## config.mk

```make
export PLATFORM = sky130hd
export DESIGN_NAME = mouse_packet_event_decoder_top_flat
export DESIGN_NICKNAME = d
export VERILOG_FILES = /design/src/rtl/mped_pkg.sv /design/src/rtl/mped_if.sv /design/src/rtl/mped_front.sv /design/src/rtl/mped_queue.sv /design/src/rtl/mped_back.sv /design/src/rtl/mouse_packet_event_decoder_top.sv /design/src/flat_wrapper.sv
export SDC_FILE = /design/constraint.sdc
export NUM_CORES = 1
export LEC_CHECK = 0
export BUFFER_PORTS_ARGS = -buffer_cell sky130_fd_sc_hd__buf_2
export CORE_MARGIN = 5
export CORE_UTILIZATION = 40
export DETAILED_ROUTE_END_ITERATION = 10
export SLEW_MARGIN = 10
export SYNTH_ARGS = -nofsm -noshare
export SYNTH_HDL_FRONTEND = slang
export SYNTH_SLANG_ARGS = --single-unit
```

## constraint.sdc

```tcl
create_clock -name i_clk -period 5.15 [get_ports i_clk]
set_input_delay 1.03 -clock i_clk [delete_from_list [all_inputs] [get_ports i_clk]]
set_output_delay 1.03 -clock i_clk [all_outputs]
set_load 0.1 [all_outputs]
```

## src/rtl/mped_pkg.sv

```systemverilog
// ----------------------------------------------------------------------------
// mped_pkg
// Shared types and constants of the mouse packet event decoder.
// ----------------------------------------------------------------------------
package mped_pkg;

    // status bit that marks an auxiliary (mouse) data byte
    localparam int unsigned AUX_BIT = 5;

    // bytes in one packet, buttons decoded from byte 0
    localparam int unsigned PACKET_LEN   = 3;
    localparam int unsigned BUTTON_COUNT = 3;

    // event kind codes
    localparam logic [1:0] KIND_MOVE = 2'd0;
    localparam logic [1:0] KIND_DOWN = 2'd1;
    localparam logic [1:0] KIND_UP   = 2'd2;

    // decoded packet handed from front to back
    typedef struct packed {
        logic                    move;     // nonzero motion in packet
        logic [7:0]              dx;       // byte 1 as is
        logic [7:0]              ny;       // byte 2 negated, wrapped
        logic [BUTTON_COUNT-1:0] changed;  // buttons that toggled
        logic [BUTTON_COUNT-1:0] buttons;  // new button state
    } t_pkt_desc;

    // one result event
    typedef struct packed {
        logic [1:0] kind;
        logic [7:0] dx;
        logic [7:0] dy;
        logic [1:0] button;
        logic       last;
    } t_event;

endpackage

```

## src/rtl/mped_if.sv

```systemverilog
// ----------------------------------------------------------------------------
// mped_if
// Valid/ready channels of the mouse packet event decoder.
// ----------------------------------------------------------------------------
interface mped_in_if;
    logic       valid;
    logic       ready;
    logic [7:0] status_byte;
    logic [7:0] data_byte;

    modport source (output valid, output status_byte, output data_byte, input ready);
    modport sink   (input valid, input status_byte, input data_byte, output ready);
endinterface

interface mped_out_if;
    logic              valid;
    logic              ready;
    logic        [1:0] event_kind;
    logic signed [7:0] delta_x;
    logic signed [7:0] delta_y;
    logic        [1:0] button_number;
    logic              last_event;

    modport source (
        output valid, output event_kind, output delta_x, output delta_y,
        output button_number, output last_event, input ready
    );
    modport sink (
        input valid, input event_kind, input delta_x, input delta_y,
        input button_number, input last_event, output ready
    );
endinterface

```

## src/rtl/mped_front.sv

```systemverilog
// ----------------------------------------------------------------------------
// mped_front
// Accepts input items, gathers packet bytes and classifies each full packet.
// ----------------------------------------------------------------------------
module mped_front
    import mped_pkg::*;
(
    input  logic         i_clk,
    input  logic         i_rst_n,
    mped_in_if.sink      i_in,
    input  logic         i_q_full,
    output logic         o_q_push,
    output t_pkt_desc    o_q_data
);

    localparam logic [1:0] LAST_POS = 2'(PACKET_LEN - 1);

    logic [1:0]              r_pos;
    logic [1:0]              n_pos;
    logic [BUTTON_COUNT-1:0] r_byte0;
    logic [7:0]              r_byte1;
    logic [BUTTON_COUNT-1:0] r_buttons;
    logic [BUTTON_COUNT-1:0] n_buttons;

    logic       accept;
    logic       aux;
    logic       at_last;
    logic [1:0] pos_eff;
    t_pkt_desc  desc;

    assign i_in.ready = !i_q_full;
    assign accept     = i_in.valid && i_in.ready;
    assign aux        = i_in.status_byte[AUX_BIT];
    // position three cannot occur; treated as zero
    assign pos_eff    = (r_pos > LAST_POS) ? 2'd0 : r_pos;
    assign at_last    = (pos_eff == LAST_POS);

    always_comb begin
        desc.dx      = r_byte1;
        desc.ny      = 8'(~i_in.data_byte + 8'd1);
        desc.move    = (r_byte1 != 8'd0) || (i_in.data_byte != 8'd0);
        desc.buttons = r_byte0;
        desc.changed = r_byte0 ^ r_buttons;
    end

    assign o_q_data = desc;
    assign o_q_push = accept && aux && at_last && (desc.move || (desc.changed != '0));

    always_comb begin
        n_pos     = r_pos;
        n_buttons = r_buttons;
        if (accept && aux) begin
            if (at_last) begin
                n_pos     = 2'd0;
                n_buttons = r_byte0;
            end else begin
                n_pos = pos_eff + 2'd1;
            end
        end
    end

    always_ff @(posedge i_clk) begin
        if (!i_rst_n) begin
            r_pos     <= 2'd0;
            r_buttons <= '0;
        end else begin
            r_pos     <= n_pos;
            r_buttons <= n_buttons;
        end
    end

    // packet bytes, no reset needed
    always_ff @(posedge i_clk) begin
        if (accept && aux && !at_last) begin
            if (pos_eff == 2'd0) begin
                r_byte0 <= i_in.data_byte[BUTTON_COUNT-1:0];
            end else begin
                r_byte1 <= i_in.data_byte;
            end
        end
    end

    a_pos_range: assert property (@(posedge i_clk) disable iff (!i_rst_n)
        r_pos != 2'd3)
        else $error("byte position out of range");

endmodule

```

## src/rtl/mped_queue.sv

```systemverilog
// ----------------------------------------------------------------------------
// mped_queue
// Small register queue of decoded packets between front and back.
// ----------------------------------------------------------------------------
module mped_queue
    import mped_pkg::*;
#(
    parameter int unsigned DEPTH = 2
) (
    input  logic      i_clk,
    input  logic      i_rst_n,
    input  logic      i_push,
    input  t_pkt_desc i_push_data,
    output logic      o_full,
    input  logic      i_pop,
    output t_pkt_desc o_pop_data,
    output logic      o_valid
);

    localparam int unsigned PTR_W = (DEPTH > 1) ? $clog2(DEPTH) : 1;
    localparam int unsigned CNT_W = $clog2(DEPTH + 1);
    localparam logic [PTR_W-1:0] PTR_MAX = PTR_W'(DEPTH - 1);
    localparam logic [CNT_W-1:0] CNT_MAX = CNT_W'(DEPTH);

    t_pkt_desc        r_mem [DEPTH];
    logic [PTR_W-1:0] r_wr;
    logic [PTR_W-1:0] r_rd;
    logic [CNT_W-1:0] r_cnt;
    logic [CNT_W-1:0] n_cnt;

    assign o_full     = (r_cnt == CNT_MAX);
    assign o_valid    = (r_cnt != '0);
    assign o_pop_data = r_mem[r_rd];

    always_comb begin
        n_cnt = r_cnt;
        if (i_push && !i_pop) begin
            n_cnt = r_cnt + CNT_W'(1);
        end else if (i_pop && !i_push) begin
            n_cnt = r_cnt - CNT_W'(1);
        end
    end

    always_ff @(posedge i_clk) begin
        if (!i_rst_n) begin
            r_wr  <= '0;
            r_rd  <= '0;
            r_cnt <= '0;
        end else begin
            r_cnt <= n_cnt;
            if (i_push) begin
                r_wr <= (r_wr == PTR_MAX) ? '0 : r_wr + PTR_W'(1);
            end
            if (i_pop) begin
                r_rd <= (r_rd == PTR_MAX) ? '0 : r_rd + PTR_W'(1);
            end
        end
    end

    always_ff @(posedge i_clk) begin
        if (i_push) begin
            r_mem[r_wr] <= i_push_data;
        end
    end

    a_no_overflow: assert property (@(posedge i_clk) disable iff (!i_rst_n)
        i_push |-> !o_full)
        else $error("push into full queue");

    a_no_underflow: assert property (@(posedge i_clk) disable iff (!i_rst_n)
        i_pop |-> o_valid)
        else $error("pop from empty queue");

endmodule

```

## src/rtl/mped_back.sv

```systemverilog
// ----------------------------------------------------------------------------
// mped_back
// Expands packets into move and button events, one per cycle unless stalled.
// ----------------------------------------------------------------------------
module mped_back
    import mped_pkg::*;
(
    input  logic      i_clk,
    input  logic      i_rst_n,
    input  logic      i_q_valid,
    input  t_pkt_desc i_q_data,
    output logic      o_q_pop,
    mped_out_if.source o_out
);

    localparam int unsigned PEND_W = BUTTON_COUNT + 1;

    logic                    r_busy;
    logic [PEND_W-1:0]       r_pend;   // bit 0 move, bits above buttons
    logic [7:0]              r_dx;
    logic [7:0]              r_ny;
    logic [BUTTON_COUNT-1:0] r_btn;
    logic                    r_out_valid;
    t_event                  r_out;

    logic              out_load;
    logic              emit;
    logic              last;
    logic [PEND_W-1:0] sel;
    logic [PEND_W-1:0] pend_after;
    t_event            ev;

    assign out_load = !r_out_valid || o_out.ready;
    assign emit     = r_busy && out_load;

    // lowest pending event first: move, then buttons 1 to 3
    always_comb begin
        sel = '0;
        for (int i = PEND_W - 1; i >= 0; i--) begin
            if (r_pend[i]) begin
                sel = '0;
                sel[i] = 1'b1;
            end
        end
    end

    assign pend_after = r_pend & ~sel;
    assign last       = (pend_after == '0);

    always_comb begin
        ev.kind   = KIND_MOVE;
        ev.dx     = 8'd0;
        ev.dy     = 8'd0;
        ev.button = 2'd0;
        ev.last   = last;
        if (sel[0]) begin
            ev.dx = r_dx;
            ev.dy = r_ny;
        end
        for (int b = 0; b < BUTTON_COUNT; b++) begin
            if (sel[b+1]) begin
                ev.kind   = r_btn[b] ? KIND_DOWN : KIND_UP;
                ev.button = 2'(b + 1);
            end
        end
    end

    assign o_q_pop = i_q_valid && (!r_busy || (emit && last));

    always_ff @(posedge i_clk) begin
        if (!i_rst_n) begin
            r_busy      <= 1'b0;
            r_pend      <= '0;
            r_out_valid <= 1'b0;
        end else begin
            if (o_q_pop) begin
                r_busy <= 1'b1;
                r_pend <= {i_q_data.changed, i_q_data.move};
            end else if (emit) begin
                r_busy <= !last;
                r_pend <= pend_after;
            end
            if (emit) begin
                r_out_valid <= 1'b1;
            end else if (o_out.ready) begin
                r_out_valid <= 1'b0;
            end
        end
    end

    always_ff @(posedge i_clk) begin
        if (o_q_pop) begin
            r_dx  <= i_q_data.dx;
            r_ny  <= i_q_data.ny;
            r_btn <= i_q_data.buttons;
        end
        if (emit) begin
            r_out <= ev;
        end
    end

    assign o_out.valid         = r_out_valid;
    assign o_out.event_kind    = r_out.kind;
    assign o_out.delta_x       = r_out.dx;
    assign o_out.delta_y       = r_out.dy;
    assign o_out.button_number = r_out.button;
    assign o_out.last_event    = r_out.last;

    a_busy_has_work: assert property (@(posedge i_clk) disable iff (!i_rst_n)
        r_busy |-> (r_pend != '0))
        else $error("busy with no pending event");

    a_move_no_button: assert property (@(posedge i_clk) disable iff (!i_rst_n)
        (r_out_valid && r_out.kind == KIND_MOVE) |-> (r_out.button == 2'd0))
        else $error("move event carries a button number");

endmodule

```

## src/rtl/mouse_packet_event_decoder_top.sv

```systemverilog
// ----------------------------------------------------------------------------
// mouse_packet_event_decoder_top
// Three-byte mouse packet decoder: turns aux data bytes into move and
// button up/down events.
//
//   channel  dir  payload                                          handshake
//   i_in     in   status_byte, data_byte                           valid/ready
//   o_out    out  event_kind, delta_x, delta_y, button_number,     valid/ready
//                 last_event
//
// - an item is taken in any cycle the packet queue has room; a full queue
//   stalls every byte, not only the one that completes a packet
// - each packet yields up to four events, one per cycle from the back end
//   while the receiver takes them; an idle back first pops the packet
// - the output register holds an event while the receiver stalls; the back
//   waits with it and moves on in the cycle the event is taken
// - reset (synchronous, active low) clears the byte position, the button
//   state, the queue and the output valid
// ----------------------------------------------------------------------------
module mouse_packet_event_decoder_top
    import mped_pkg::*;
#(
    parameter int unsigned QUEUE_DEPTH = 2  // decoded packets buffered, 2..16
) (
    input  logic       i_clk,
    input  logic       i_rst_n,
    mped_in_if.sink    i_in,
    mped_out_if.source o_out
);

    // front to queue
    logic      q_push;
    t_pkt_desc q_push_data;
    logic      q_full;

    // queue to back
    logic      q_pop;
    t_pkt_desc q_pop_data;
    logic      q_valid;

    // front end: byte gathering, motion and button-change classification
    mped_front u_front (
        .i_clk    (i_clk),
        .i_rst_n  (i_rst_n),
        .i_in     (i_in),
        .i_q_full (q_full),
        .o_q_push (q_push),
        .o_q_data (q_push_data)
    );

    // decouples item intake from event draining
    mped_queue #(
        .DEPTH (QUEUE_DEPTH)
    ) u_queue (
        .i_clk       (i_clk),
        .i_rst_n     (i_rst_n),
        .i_push      (q_push),
        .i_push_data (q_push_data),
        .o_full      (q_full),
        .i_pop       (q_pop),
        .o_pop_data  (q_pop_data),
        .o_valid     (q_valid)
    );

    // back end: one event per cycle into the output register unless stalled
    mped_back u_back (
        .i_clk     (i_clk),
        .i_rst_n   (i_rst_n),
        .i_q_valid (q_valid),
        .i_q_data  (q_pop_data),
        .o_q_pop   (q_pop),
        .o_out     (o_out)
    );

endmodule

```

## src/flat_wrapper.sv

```systemverilog
// flat-port wrapper written by rule: the top's interface ports become plain ports
module mouse_packet_event_decoder_top_flat import mped_pkg::*;
#(
    parameter int unsigned QUEUE_DEPTH = 2                                    
)
  (i_clk, i_rst_n, i_in_valid, i_in_status_byte, i_in_data_byte, i_in_ready, o_out_valid, o_out_event_kind, o_out_delta_x, o_out_delta_y, o_out_button_number, o_out_last_event, o_out_ready);
  mped_in_if i_in_i ();
  mped_out_if o_out_i ();
  input  logic i_clk;
  input  logic i_rst_n;
  input wire logic [$bits(i_in_i.valid)-1:0] i_in_valid;
  input wire logic [$bits(i_in_i.status_byte)-1:0] i_in_status_byte;
  input wire logic [$bits(i_in_i.data_byte)-1:0] i_in_data_byte;
  output wire logic [$bits(i_in_i.ready)-1:0] i_in_ready;
  output wire logic [$bits(o_out_i.valid)-1:0] o_out_valid;
  output wire logic [$bits(o_out_i.event_kind)-1:0] o_out_event_kind;
  output wire logic [$bits(o_out_i.delta_x)-1:0] o_out_delta_x;
  output wire logic [$bits(o_out_i.delta_y)-1:0] o_out_delta_y;
  output wire logic [$bits(o_out_i.button_number)-1:0] o_out_button_number;
  output wire logic [$bits(o_out_i.last_event)-1:0] o_out_last_event;
  input wire logic [$bits(o_out_i.ready)-1:0] o_out_ready;
  assign i_in_i.valid = i_in_valid;
  assign i_in_i.status_byte = i_in_status_byte;
  assign i_in_i.data_byte = i_in_data_byte;
  assign i_in_ready = i_in_i.ready;
  assign o_out_valid = o_out_i.valid;
  assign o_out_event_kind = o_out_i.event_kind;
  assign o_out_delta_x = o_out_i.delta_x;
  assign o_out_delta_y = o_out_i.delta_y;
  assign o_out_button_number = o_out_i.button_number;
  assign o_out_last_event = o_out_i.last_event;
  assign o_out_i.ready = o_out_ready;
  mouse_packet_event_decoder_top #(.QUEUE_DEPTH(QUEUE_DEPTH)) u_core (.i_clk(i_clk), .i_rst_n(i_rst_n), .i_in(i_in_i), .o_out(o_out_i));
endmodule
```

# Word level (Yosys, flattened, before mapping)
# Memories as Yosys holds them, arrays and structs flattened. A register that Yosys moved wholly into a read port is not among the register bits.
# Cells that the tools add are included.
# word_totals
register_bits	66
latch_bits	0
ram_bits	46
romBits	0
in_bits	20
memories	1
# mem_list
name	words	width	rd	rd_clocked_by_memory_dff	write_ports	line_no	text
u_core.u_queue.r_mem	2	23	1	1	1	mped_queue.sv:25	t_pkt_desc r_mem [DEPTH];
# op_classes
n_addsub	6
mul	0
n_div	0
order_cmp	1
eq_ne	2
n_shift	0
n_mux	28
n_bitwise	5
n_reduce_logical	34
# op_table
operator	n
two-way mux 4 bit	6
two-way mux 2 bit	10
nonzero test 8 bit	2
two-way mux 1 bit	12
logical AND 1 bit	10
adder 8 x 1 -> 8 bit, second input constant	1
NOT 8 bit	1
nonzero test 2 bit	4
logical NOT 1 bit	7
AND reduction 2 bit	3
adder 2 x 1 -> 2 bit, second input constant	2
AND 4 bit	1
== test 2 bit, second input constant	2
logical NOT 4 bit	1
logical OR 1 bit	4
NOT 4 bit	1
nonzero test 3 bit	1
bitwise XOR 3 bit	1
adder 1 bit, second input constant	2
greater-than comparator 2 bit, second input constant	1
logical NOT 2 bit	1
OR reduction 2 bit	1
subtractor 2 x 1 -> 2 bit, second input constant	1
NOT 1 bit	1

# Depth between registers and ports, before layout
# Gate-level depths: netlist (run 1).
# logic_depth
ltp_word	13
mapped_depth	9

# By module
# From an unflattened synthesis (run 1), not the netlist that was laid out.
# unflattened
cells_unflattened	263
hier_area_um2	4372.9
# modules_own_cells
mod	instances	cells_per_inst	area_each_um2	seq_area_each_um2
mped_queue	1	93	1876.8	1481.4
mped_back	1	108	1722.9	1321.3
mped_front	1	62	773.2	430.4

# Worst setup path before layout (run 1)
# OpenSTA, ideal clock, no wires.
# synth_timing
path_kind	input -> register
start	input port i_in_data_byte[0]
end	memory u_core.u_queue.r_mem[1][0] (netlist name) (enable)
setup_ps	382
t_arrival_ps	2480
t_required_ps	4768
setup_slack_ps	2288
path_stages	6
n_path_buf	0
cell_sequence	inv_1 -> ha_1 -> nor3b_1 -> and4_1 -> a31oi_4 -> and2_1
# synth_via
elab_chain_len	6
# synth_lines
element	line_no	text
from (decl)	flat_wrapper.sv:13	input wire logic [$bits(i_in_i.data_byte)-1:0] i_in_data_byte;
nonzero test 8 bit	mped_front.sv:41	desc.move = (r_byte1 != 8'd0) || (i_in.data_byte != 8'd0);
logical OR 1 bit	mped_front.sv:41	
logical OR 1 bit	mped_front.sv:47	assign o_q_push = accept && aux && at_last && (desc.move || (desc.changed != '0));
logical AND 1 bit	mped_front.sv:47	
two-way mux 1 bit	mped_queue.sv:61	if (i_push) begin
two-way mux 1 bit (not written as such)	mped_queue.sv:62	r_mem[r_wr] <= i_push_data;
to (decl)	mped_queue.sv:25	
# Every way passes these cells.

# Worst setup path after layout (run 1)
# layout_timing
start	input port i_in_data_byte[0]
end	memory u_core.u_queue.r_mem[1][14] (netlist name) (enable)
# Same word-level chain as after synthesis.

==> summary.md, run 1 <==
| Metric | Value |
|---|---|
| H-tree Lvls | 4 |
| Clock period minus worst slack | 2.85 ns |
| Final Skew | 0.00945 ns |
| Latest clock arrival within the worst-skew pair | roughly 0.5 ns |
| Starting Density | 0.412 |
| Synth area leader | sky130_fd_sc_hd__edfxtp_1 |
| Yosys Warn Count | 0 |
| Overall routed net length | 6450 um |
| Worst min-delay path class | flop to flop |
| Reg clk slew, reported paths | roughly 0.05 ns |
| Top area cells in the synthesized netlist | sky130_fd_sc_hd__edfxtp_1, sky130_fd_sc_hd__dfxtp_1, sky130_fd_sc_hd__mux2_2, sky130_fd_sc_hd__and2_1, sky130_fd_sc_hd__mux2i_1 |
| Cell area after technology mapping | 4480 um^2 |
| Number of global-route vias before repair | ~2200 |
| Pin slew with the least headroom to its limit | 1.07 ns |
| Count of flip-flops with a built-in enable after synthesis | 97 |
| Sink count of the clock tree | 113 |
| Maximum achievable frequency | ~0.35 GHz |
| Number of filler instances in the final layout | 927 |
| Non-filler instance count after layout | 478 |
| Row Count | 38 |
| Area delta synth->final | 21.5% |
| Overflow left after global routing | 0 |
| Count of boundary I/O pins | 43 |
| Hpwl dp | between 4000 and 5000 um |
| Top-area cell type share of the netlist area | 0.650 |
| Flops & latches, synth | about 110 |
| Clock root buffer | sky130_fd_sc_hd__clkbuf_8 |
| Slew headroom | 0.281 |
| Startpoint type of the worst setup path | input pin |
| GRT Total Usage | 0.108 |
| Run status | complete, no violations |
| Fraction of layout instances using a drive strength above 1 | 0.299 |
| Post-CTS Setup Bufs | 0 |
| DRC errors left | 0 |
| Crit. End Element | flop |
| Startpoint of the worst hold path | u_core.u_queue.r_rd |
| Class of the most critical setup path | input pin to flop |
| Setup repair after global routing missed its margin | false |
| Cell family with most CP delay | simple AND/OR/NAND/NOR gates |
| Hold violation count in the final report | 0 |
| Die span in y | 116 um |
| Most frequent cells in the layout | sky130_fd_sc_hd__edfxtp_1, sky130_fd_sc_hd__buf_2, sky130_fd_sc_hd__mux2_2 |
| Fraction of synthesis flops using an asynchronous set or reset pin | 0 |
| Floorplan die area | 13400 um^2 |
| Synthesized instance count | 279 |
| Hold-fix buffer count after cts | 0 |
| Post-detailed-route wirelength per cell | 13.5 um |
| Maximum ir drop on the vdd rail | 0.318 mV |
| Number of antenna violations at the first check in global routing | 0 |
| Wire length of the first global-routing pass | 10800 um |
| Final critical-path share of the clock period | 0.553 |
| Quantity of gates resized following cts | 0 |
| Placed cell count | 446 |
| Reg2Reg Launch Point | u_core.u_back.r_pend[0] |
| R2R setup slack | around 2.4 ns |
| Number of buffers and inverters on the critical path | 2 |
| Proportion of synthesized chip area in sequential cells | 0.721 |
| Routability-driven placement congestion ratio | 0.685 |
| CTS tree | built |
| Origin of the worst setup path | i_in_data_byte[0] |
| Worst path required time | around 5.3 ns |
| Max Fanout on Critical Path | 23 |
| Per-instance average area after synthesis | about 16 um^2 |
| Port Buf Inserts | 35 |
| Final Max Tran Viols | 0 |
| Setup TNS | 0 ns |
| Worst EP arrival | 2.96 ns |
| Number of different library cells in the post-synthesis netlist | 46 |
| Pin count of the biggest net entering global routing | 27 |
| Pwr dens | 600 nW/um^2 |
| Master of the slowest instance on the critical path | sky130_fd_sc_hd__and2_1 |
| Floorplan die width | 116 um |
| Worst hold slack | 0.476 ns |
| Stage delay of the slowest cell on the critical path | 0.83 ns |
| Core occupancy in the finished layout | 0.500 |
| Antenna violation net count after detailed routing | 0 |
| Post-layout nets | between 300 and 400 |
| CP Cell Sequence | buf_2 -> inv_1 -> ha_1 -> nor3b_1 -> and4_1 -> a31oi_4 -> and2_1 |
| Setup-failing EPs final | 0 |
| Total via count after detailed routing | 2202 |
| Detailed Routing Iterations Pass 1 | 4 |
| Number of vias per cell after detailed routing | 4.61 |
| Synthesized netlist net count | 303 |
| CTS Buffer Depth | 2 |
| Most instantiated flip-flop cell in the synthesis netlist | sky130_fd_sc_hd__edfxtp_1 |
| Static Leak | between 0.0015 and 0.002 uW |
| Clock buffers created by TritonCTS | 17 |
| Most common library cell in the layout ignoring fill and taps | sky130_fd_sc_hd__edfxtp_1 |
| Cell area after layout | 5450 um^2 |
| Post-Place Cell Area | 4790 um^2 |
| MaxCap Viol Count | 0 |
| Violation count after the first detailed-route iteration | just under 80 |
| Diodes inserted | 0 |
| Core Box Area | roughly 11000 um^2 |
-- registers in the layout (all words and copies together) (netlist names), named ones only --
signal and cells:
u_core.u_back.o_out.button_number 2, u_core.u_back.o_out.delta_x 8, u_core.u_back.o_out.delta_y 8, u_core.u_back.o_out.event_kind 2
u_core.u_back.o_out.last_event 1, u_core.u_back.o_out.valid 1, u_core.u_back.r_btn 3, u_core.u_back.r_busy 1
u_core.u_back.r_dx 8, u_core.u_back.r_ny 8, u_core.u_back.r_pend 4, u_core.u_front.r_buttons 3
u_core.u_front.r_byte0 3, u_core.u_front.r_byte1 8, u_core.u_front.r_pos 2, u_core.u_queue.r_cnt 2
u_core.u_queue.r_mem 46, u_core.u_queue.r_rd 1, u_core.u_queue.r_wr 1
-- routing by layer --
metal,up-vias,global-route usage,wire (um)
li1,1130,-,-
met1,1009,0.148,3190
met2,48,0.151,2750
met3,15,0.0418,369
met4,0,0.0534,142
met5,-,0,0
-- area by class of cell --
| type | count | area [um^2] | area share |
|---|---|---|---|
| sequential | 113 | 3230 | 0.594 |
| inverter | 11 | 41.3 | 0.00758 |
| multi-input combinational | 147 | 1170 | 0.214 |
| clock inverter | 14 | 236 | 0.0434 |
| tap | 140 | 175 | 0.0322 |
| timing repair buffer | 35 | 175 | 0.0322 |
| clock buffer | 18 | 418 | 0.0767 |
-- final timing paths --
check / to / cells past startpoint
min reg2reg: flop / 2
min: flop / 2
max: u_core.u_queue.r_mem[1][14] / 7
max reg2reg: u_core.u_queue.r_cnt[1] / 7
-- power by group --
group,switching (uW),internal [uW]
sequential,103,1190
combinational,520,187
clock,382,882
-- worst min-delay path, delay by kind of cell (launching register included) --
family / cells / cell delay, ns
multiplexers: 1 / 0.06
AND/OR/NAND/NOR: 1 / 0.07
flip-flops: 1 / 0.30
-- synthesized netlist by cell type (all sizes together), types with 2 or more instances --
cell	number
a211oi	3
clkbuf	5
nor3b	2
mux2i	10
nor2b	9
nor2	10
nand3	4
nand2b	3
ha	4
buf	3
a21boi	3
xnor2	4
o211ai	2
and2	18
nand3b	2
nand2	13
mux2	23
nand4	2
a21oi	6
xor2	7
o21ai	3
or3	2
inv	11
dfxtp	16
nor3	4
nor4	4
edfxtp	97
-- cell families (layout without fill, tap and decap cells) --
group | Yosys count | in the layout | share of synthesized area
mux | 33 | 33 | 0.0801
flops | 113 | 113 | 0.721
fa+ha+maj | 4 | 4 | 0.0112
buf+inv | 19 | 78 | 0.0181
xor+xnor | 11 | 11 | 0.0215
compound gates | 23 | 23 | 0.0433
simple gates | 76 | 76 | 0.104
-- through the flow --
step	worst slack [ns]	total power (uW)
5_1_grt	2.14	3410
3_3_place_gp	1.74	2020
3_5_place_dp	1.72	2030
4_1_cts	2.26	3300
2_1_floorplan	2.29	1910
6_report	2.30	3270
(Power assumes the default switching activity.)
==> run 2, diff against run 1 <==
==> constraint.sdc (replaced) <==
create_clock -name i_clk -period 2.5 [get_ports i_clk]
set_input_delay 0.5 -clock i_clk [delete_from_list [all_inputs] [get_ports i_clk]]
set_output_delay 0.5 -clock i_clk [all_outputs]
set_load 0.1 [all_outputs]
==> run 2 against run 1 <==
- total power grew 94%
- register-to-register slack lost 2.2 ns
- clock-buffer cell count is the same
- combinational power grew 120%
- global-route usage grew 0.18 points
- critical endpoint is now u_core.u_queue.r_cnt[1]
- via count grew 2.7%
- non-clock buffer count grew 11
- design area is essentially flat
- cell count grew 2.3%
- sequential share of layout area is essentially flat
==> summary.md, run 2 (synthesized netlist as in run 1, its figures left out) <==
| Metric | Value |
|---|---|
| Run status | complete, no violations |
| Terminating pin of the worst hold path | u_core.u_front.r_byte1[7] |
| Overflow left after global routing | 0 |
| Hold-fix buffer count after cts | 0 |
| Flop pwr share | 0.415 |
| Diodes inserted | 0 |
| Top register by number of flip-flops | u_core.u_queue.r_mem |
| Worst hold slack | 0.234 ns |
| Post-CTS Setup Bufs | 0 |
| Clock root buffer | sky130_fd_sc_hd__clkbuf_8 |
| Setup repair after global routing missed its margin | false |
| Total via count after detailed routing | 2261 |
| Maximum ir drop on the vdd rail | 0.636 mV |
| CTS Buffer Depth | 2 |
| Routability-driven placement congestion ratio | 0.701 |
| Class of the most critical setup path | flop to flop |
| Worst min-delay path class | input pin to flop |
| Detailed Routing Iterations Pass 1 | 4 |
| Latest clock arrival within the worst-skew pair | 0.50 ns |
| Startpoint type of the worst setup path | flop |
| Sink count of the clock tree | 113 |
| Static Leak | 0.00191 uW |
| Post-layout nets | 360 |
| Combinational group share of total power | 0.246 |
| Hold violation count in the final report | 0 |
| Net switching share of the total power | 0.335 |
| Pin count of the biggest net entering global routing | 26 |
| MaxCap Viol Count | 0 |
| Cell count of the worst reg-to-reg path | 6 |
| Most common library cell in the layout ignoring fill and taps | sky130_fd_sc_hd__edfxtp_1 |
| Floorplan die area | 13400 um^2 |
| Count of boundary I/O pins | 43 |
| Final setup margin | 0.257 ns |
| Antenna violation net count after detailed routing | 0 |
| Setup TNS | 0 ns |
| Clock buffers created by TritonCTS | 17 |
| GRT Total Usage | 0.110 |
| Reg clk slew, reported paths | 0.06 ns |
| Worst path required time | 2.91 ns |
| Core Box Area | 10900 um^2 |
| Maximum achievable frequency | roughly 0.45 GHz |
| Share of total power in the clock network | 0.339 |
| Final Skew | 0.0121 ns |
| Clock period minus worst slack | between 2 and 2.5 ns |
| Crit. End Element | flop |
| Area delta synth->final | 21.6% |
| Placement Setup Slack | around 0.026 ns |
| Worst hold path depth | 1 |
| Fraction of layout instances using a drive strength above 1 | 0.327 |
| Most frequent cells in the layout | sky130_fd_sc_hd__edfxtp_1, sky130_fd_sc_hd__buf_2, sky130_fd_sc_hd__mux2_2 |
| Post-detailed-route wirelength per cell | 13.5 um |
| Pwr dens | 1160 nW/um^2 |
| Wire length of the first global-routing pass | 11200 um |
| Overall routed net length | 6600 um |
| Power Internal | 4210 uW |
| Slew headroom | 0.605 |
| Die span in y | 116 um |
| Sw power | 2120 uW |
| R2R setup slack | about 0.26 ns |
| Final Max Tran Viols | 0 |
| Critical register-to-register path endpoint | u_core.u_queue.r_cnt[1] |
| Hpwl dp | 4580 um |
| Port Buf Inserts | 35 |
| Max Fanout on Critical Path | 3 |
| Floorplan die width | 116 um |
| Number of global-route vias before repair | approximately 2300 |
| Number of flip-flops under the largest register name | 46 |
| Quantity of gates resized following cts | 0 |
| DRC errors left | 0 |
| H-tree Lvls | 4 |
| Number of antenna violations at the first check in global routing | 0 |
| Worst EP arrival | 2.66 ns |
| Pin slew with the least headroom to its limit | 0.591 ns |
| Number of filler instances in the final layout | 915 |
| Number of vias per cell after detailed routing | 4.62 |
| Violation count after the first detailed-route iteration | 97 |
| CTS tree | built |
| Starting Density | 0.412 |
| Setup-failing EPs final | 0 |
| Row Count | 38 |
| Reg2Reg Launch Point | u_core.u_front.r_byte1[2] |
| Startpoint of the worst hold path | i_in_data_byte[7] |
| Final critical-path share of the clock period | 0.897 |
run 2: critical path: stages, from the launching register on:
cell                       delay [ns]
sky130_fd_sc_hd__edfxtp_1        0.42
sky130_fd_sc_hd__nor4_2          0.41
sky130_fd_sc_hd__and4_1          0.34
sky130_fd_sc_hd__a31oi_4         0.11
sky130_fd_sc_hd__ha_1            0.33
sky130_fd_sc_hd__or3_1           0.37
sky130_fd_sc_hd__a21boi_0        0.18
run 2: final cells by class:
class | count | area [um^2] | area share
clock buffers | 18 | 418 | 0.0767
clock inverters | 14 | 131 | 0.0241
inverters | 11 | 41.3 | 0.00758
multi-input cells | 147 | 1170 | 0.214
flip-flops and latches | 113 | 3230 | 0.593
well taps | 140 | 175 | 0.0321
repair buffers | 46 | 283 | 0.0519
run 2: how the worst max path moves through the flow:
stage | startpoint | to | slack (ns) | depth (start not counted)
2_1_floorplan | u_core.u_queue.r_cnt[0] | u_core.u_front.r_byte1[0] | 0.12 | 4
3_3_place_gp | i_in_data_byte[1] | u_core.u_queue.r_cnt[1] | 0.09 | 9
3_5_place_dp | i_in_data_byte[1] | u_core.u_queue.r_cnt[1] | 0.03 | 9
4_1_cts | u_core.u_front.r_byte1[2] | u_core.u_queue.r_cnt[1] | 0.23 | 6
5_1_grt | u_core.u_front.r_byte1[2] | u_core.u_queue.r_cnt[1] | 0.16 | 6
6_report | u_core.u_front.r_byte1[2] | u_core.u_queue.r_cnt[1] | 0.26 | 6
run 2: metrics by stage:
step                cells   util  instance area, um^2  power [uW]
floorplan             279      -                 4480        3940
global placement      457  0.450                 4900        4220
detailed placement    457  0.450                 4900        4240
CTS                   489  0.501                 5450        6400
global route          489  0.501                 5450        6640
finish                489  0.501                 5450        6330
run 2: power groups by stage:
stage | combinational [uW] | clock (uW) | sequential [uW]
5_1_grt | 1670 | 2310 | 2670
6_report | 1560 | 2140 | 2630
2_1_floorplan | 730 | 0 | 3210
4_1_cts | 1580 | 2190 | 2630
3_3_place_gp | 1560 | 0 | 2660
3_5_place_dp | 1570 | 0 | 2670
run 2: metal layers:
| layer | vias to the layer above | wire (um) | global-route usage |
|---|---|---|---|
| li1 | 1152 | - | - |
| met1 | 1061 | 3320 | 0.152 |
| met2 | 42 | 2890 | 0.160 |
| met3 | 6 | 335 | 0.0381 |
| met4 | 0 | 61 | 0.0441 |
| met5 | - | 0 | 0 |
==> run 3, diff against run 2 <==
==> constraint.sdc (replaced) <==
create_clock -name i_clk -period 2.13 [get_ports i_clk]
set_input_delay 0.426 -clock i_clk [delete_from_list [all_inputs] [get_ports i_clk]]
set_output_delay 0.426 -clock i_clk [all_outputs]
set_load 0.1 [all_outputs]
==> run 3 against run 2 <==
- core utilization up 1.2 points
- via count up 3.4%
- hold slack worse by 0.045 ns
- non-clock buffer count up 17
- routed wire length up 3.1%
- clock skew down 0.0027 ns
- design area up 2.4%
- die area unchanged
- global-route usage up 0.18 points
- worst setup slack worse by 0.25 ns
- sequential share of layout area down 1.4 points
- largest cell class unchanged
==> summary.md, run 3 (synthesized netlist as in run 1, its figures left out) <==
| Metric | Value |
|---|---|
| Run status | complete, no violations |
| Hold violation count in the final report | 0 |
| Clock period minus worst slack | about 2.1 ns |
| Reg clk slew, reported paths | 0.06 ns |
| Multi-input gate area in the final layout | 1190 um^2 |
| Die span in y | 116 um |
| Detailed Routing Iterations Pass 1 | 4 |
| DRC errors left | 0 |
| Overflow left after global routing | 0 |
| Hpwl dp | 4620 um |
| Area taken by flip-flops and latches | about 3200 um^2 |
| Master of the slowest instance on the critical path | sky130_fd_sc_hd__edfxtp_1 |
| Final setup margin | 0.00221 ns |
| Top register by number of flip-flops | u_core.u_queue.r_mem |
| Diodes inserted | 0 |
| Cell area after layout | 5580 um^2 |
| Pin count of the biggest net entering global routing | 26 |
| Wire length of the first global-routing pass | about 11000 um |
| CP Cell Sequence | nor4_2 -> buf_4 -> and4_4 -> a31oi_4 -> ha_1 -> or3_1 -> a21boi_2 |
| Reg2Reg Launch Point | u_core.u_front.r_byte1[7] |
| Static Leak | 0.00200 uW |
| MaxCap Viol Count | 0 |
| Violation count after the first detailed-route iteration | 88 |
| Startpoint type of the worst setup path | flop |
| Worst min-delay path class | input pin to flop |
| Latest clock arrival within the worst-skew pair | approximately 0.50 ns |
| Fraction of layout instances using a drive strength above 1 | 0.374 |
| GRT Total Usage | 0.112 |
| Clock buffers created by TritonCTS | 17 |
| Pin slew with the least headroom to its limit | 1.11 ns |
| Hold-fix buffer count after cts | 0 |
| Crit. End Element | flop |
| Port Buf Inserts | 35 |
| H-tree Lvls | 4 |
| Setup-failing EPs final | 0 |
| Floorplan die area | 13400 um^2 |
| CTS Buffer Depth | 2 |
| Startpoint of the worst hold path | i_in_data_byte[5] |
| Final Skew | 0.00944 ns |
| Antenna violation net count after detailed routing | 0 |
| Class of the most critical setup path | flop to flop |
| Worst hold slack | 0.189 ns |
| Overall routed net length | 6810 um |
| Final Max Tran Viols | 0 |
| Placement Setup Slack | -0.240 ns |
| Number of antenna violations at the first check in global routing | 0 |
| Area delta synth->final | 24.5% |
| Origin of the worst setup path | u_core.u_front.r_byte1[7] |
| Core Box Area | 10900 um^2 |
| CTS tree | built |
| Slew headroom | 0.258 |
| Max Fanout on Critical Path | 3 |
| Floorplan die width | ~120 um |
| Number of vias per cell after detailed routing | between 4 and 5 |
| Pwr dens | 1350 nW/um^2 |
| Most frequent cells in the layout | sky130_fd_sc_hd__edfxtp_1, sky130_fd_sc_hd__buf_2, sky130_fd_sc_hd__buf_4 |
| Count of boundary I/O pins | 43 |
| Post-detailed-route wirelength per cell | 13.5 um |
| Post-layout nets | about 380 |
| Setup TNS | 0 ns |
| Post-Place Cell Area | 4990 um^2 |
| Number of global-route vias before repair | about 2300 |
| Stage delay of the slowest cell on the critical path | 0.41 ns |
| Maximum ir drop on the vdd rail | roughly 0.67 mV |
| Routability-driven placement congestion ratio | 0.744 |
| Maximum achievable frequency | 0.470 GHz |
| Setup repair after global routing missed its margin | true |
| Starting Density | 0.412 |
| Clock root buffer | sky130_fd_sc_hd__clkbuf_8 |
| Total via count after detailed routing | 2338 |
| Worst path required time | between 2 and 3 ns |
| Worst EP arrival | 2.56 ns |
| Number of filler instances in the final layout | 910 |
| Most common library cell in the layout ignoring fill and taps | sky130_fd_sc_hd__edfxtp_1 |
| Final critical-path share of the clock period | 0.999 |
| Number of flip-flops under the largest register name | 46 |
| Sink count of the clock tree | 113 |
| Row Count | 38 |
[run 3: cell type report]
class,count,area share
well taps,140,0.0314
inverters,11,0.00807
clock inverters,15,0.0247
clock buffers,17,0.0742
multi-input cells,147,0.213
flip-flops and latches,113,0.579
repair buffers,63,0.0690
[run 3: worst paths after layout]
| kind | to | cells past startpoint | slack [ns] |
|---|---|---|---|
| worst max-delay path | u_core.u_queue.r_cnt[1] | 7 | 0.002 |
| worst min-delay path | u_core.u_front.r_byte1[5] | 1 | 0.19 |
| worst min register to register | flop | 2 | 0.49 |
| worst max register to register | u_core.u_queue.r_cnt[1] | 7 | 0.002 |
[run 3: through the flow]
stage                     total power, uW   util  std cells
final                                7510  0.513        506
after global placement               4990  0.458        471
after global routing                 7860  0.513        506
after floorplan                      4630      -        279
after CTS                            7570  0.510        505
after detailed placement             5030  0.458        471
[run 3: timing repair]
item / 4_1_cts / 5_1_grt
hold endpoints to repair: 0 / 0
resized for setup: 3 / 3
setup buffers: 2 / 1
gates cloned: 0 / 0
endpoints found under the setup margin: 2 / 49
pin swaps: 2 / 1
[run 3: critical path: cells and delay by family (launching register included)]
family / cells / cell delay (ns)
AND/OR/NAND/NOR: 3 / 0.95
flip-flops: 1 / 0.41
adder cells (fa/ha/maj): 1 / 0.31
AO/OA/AOI/OAI: 2 / 0.23
buffers and inverters: 1 / 0.16
[run 3: report_power, final]
group / switching (uW) / leakage (uW) / internal [uW] / total (uW)
combinational: 1400 / 0.000706 / 551 / 1950
clock: 981 / 0.000264 / 1550 / 2530
sequential: 150 / 0.00103 / 2880 / 3030
[run 3: layer usage]
metal | wire [um] | vias to the layer above | track usage | part of all wire
met5 | 0 | - | 0 | 0
met4 | 46 | 0 | 0.0371 | 0.0068
met3 | 428 | 2 | 0.0564 | 0.063
met2 | 3110 | 50 | 0.162 | 0.46
met1 | 3220 | 1095 | 0.146 | 0.47
li1 | - | 1191 | - | -
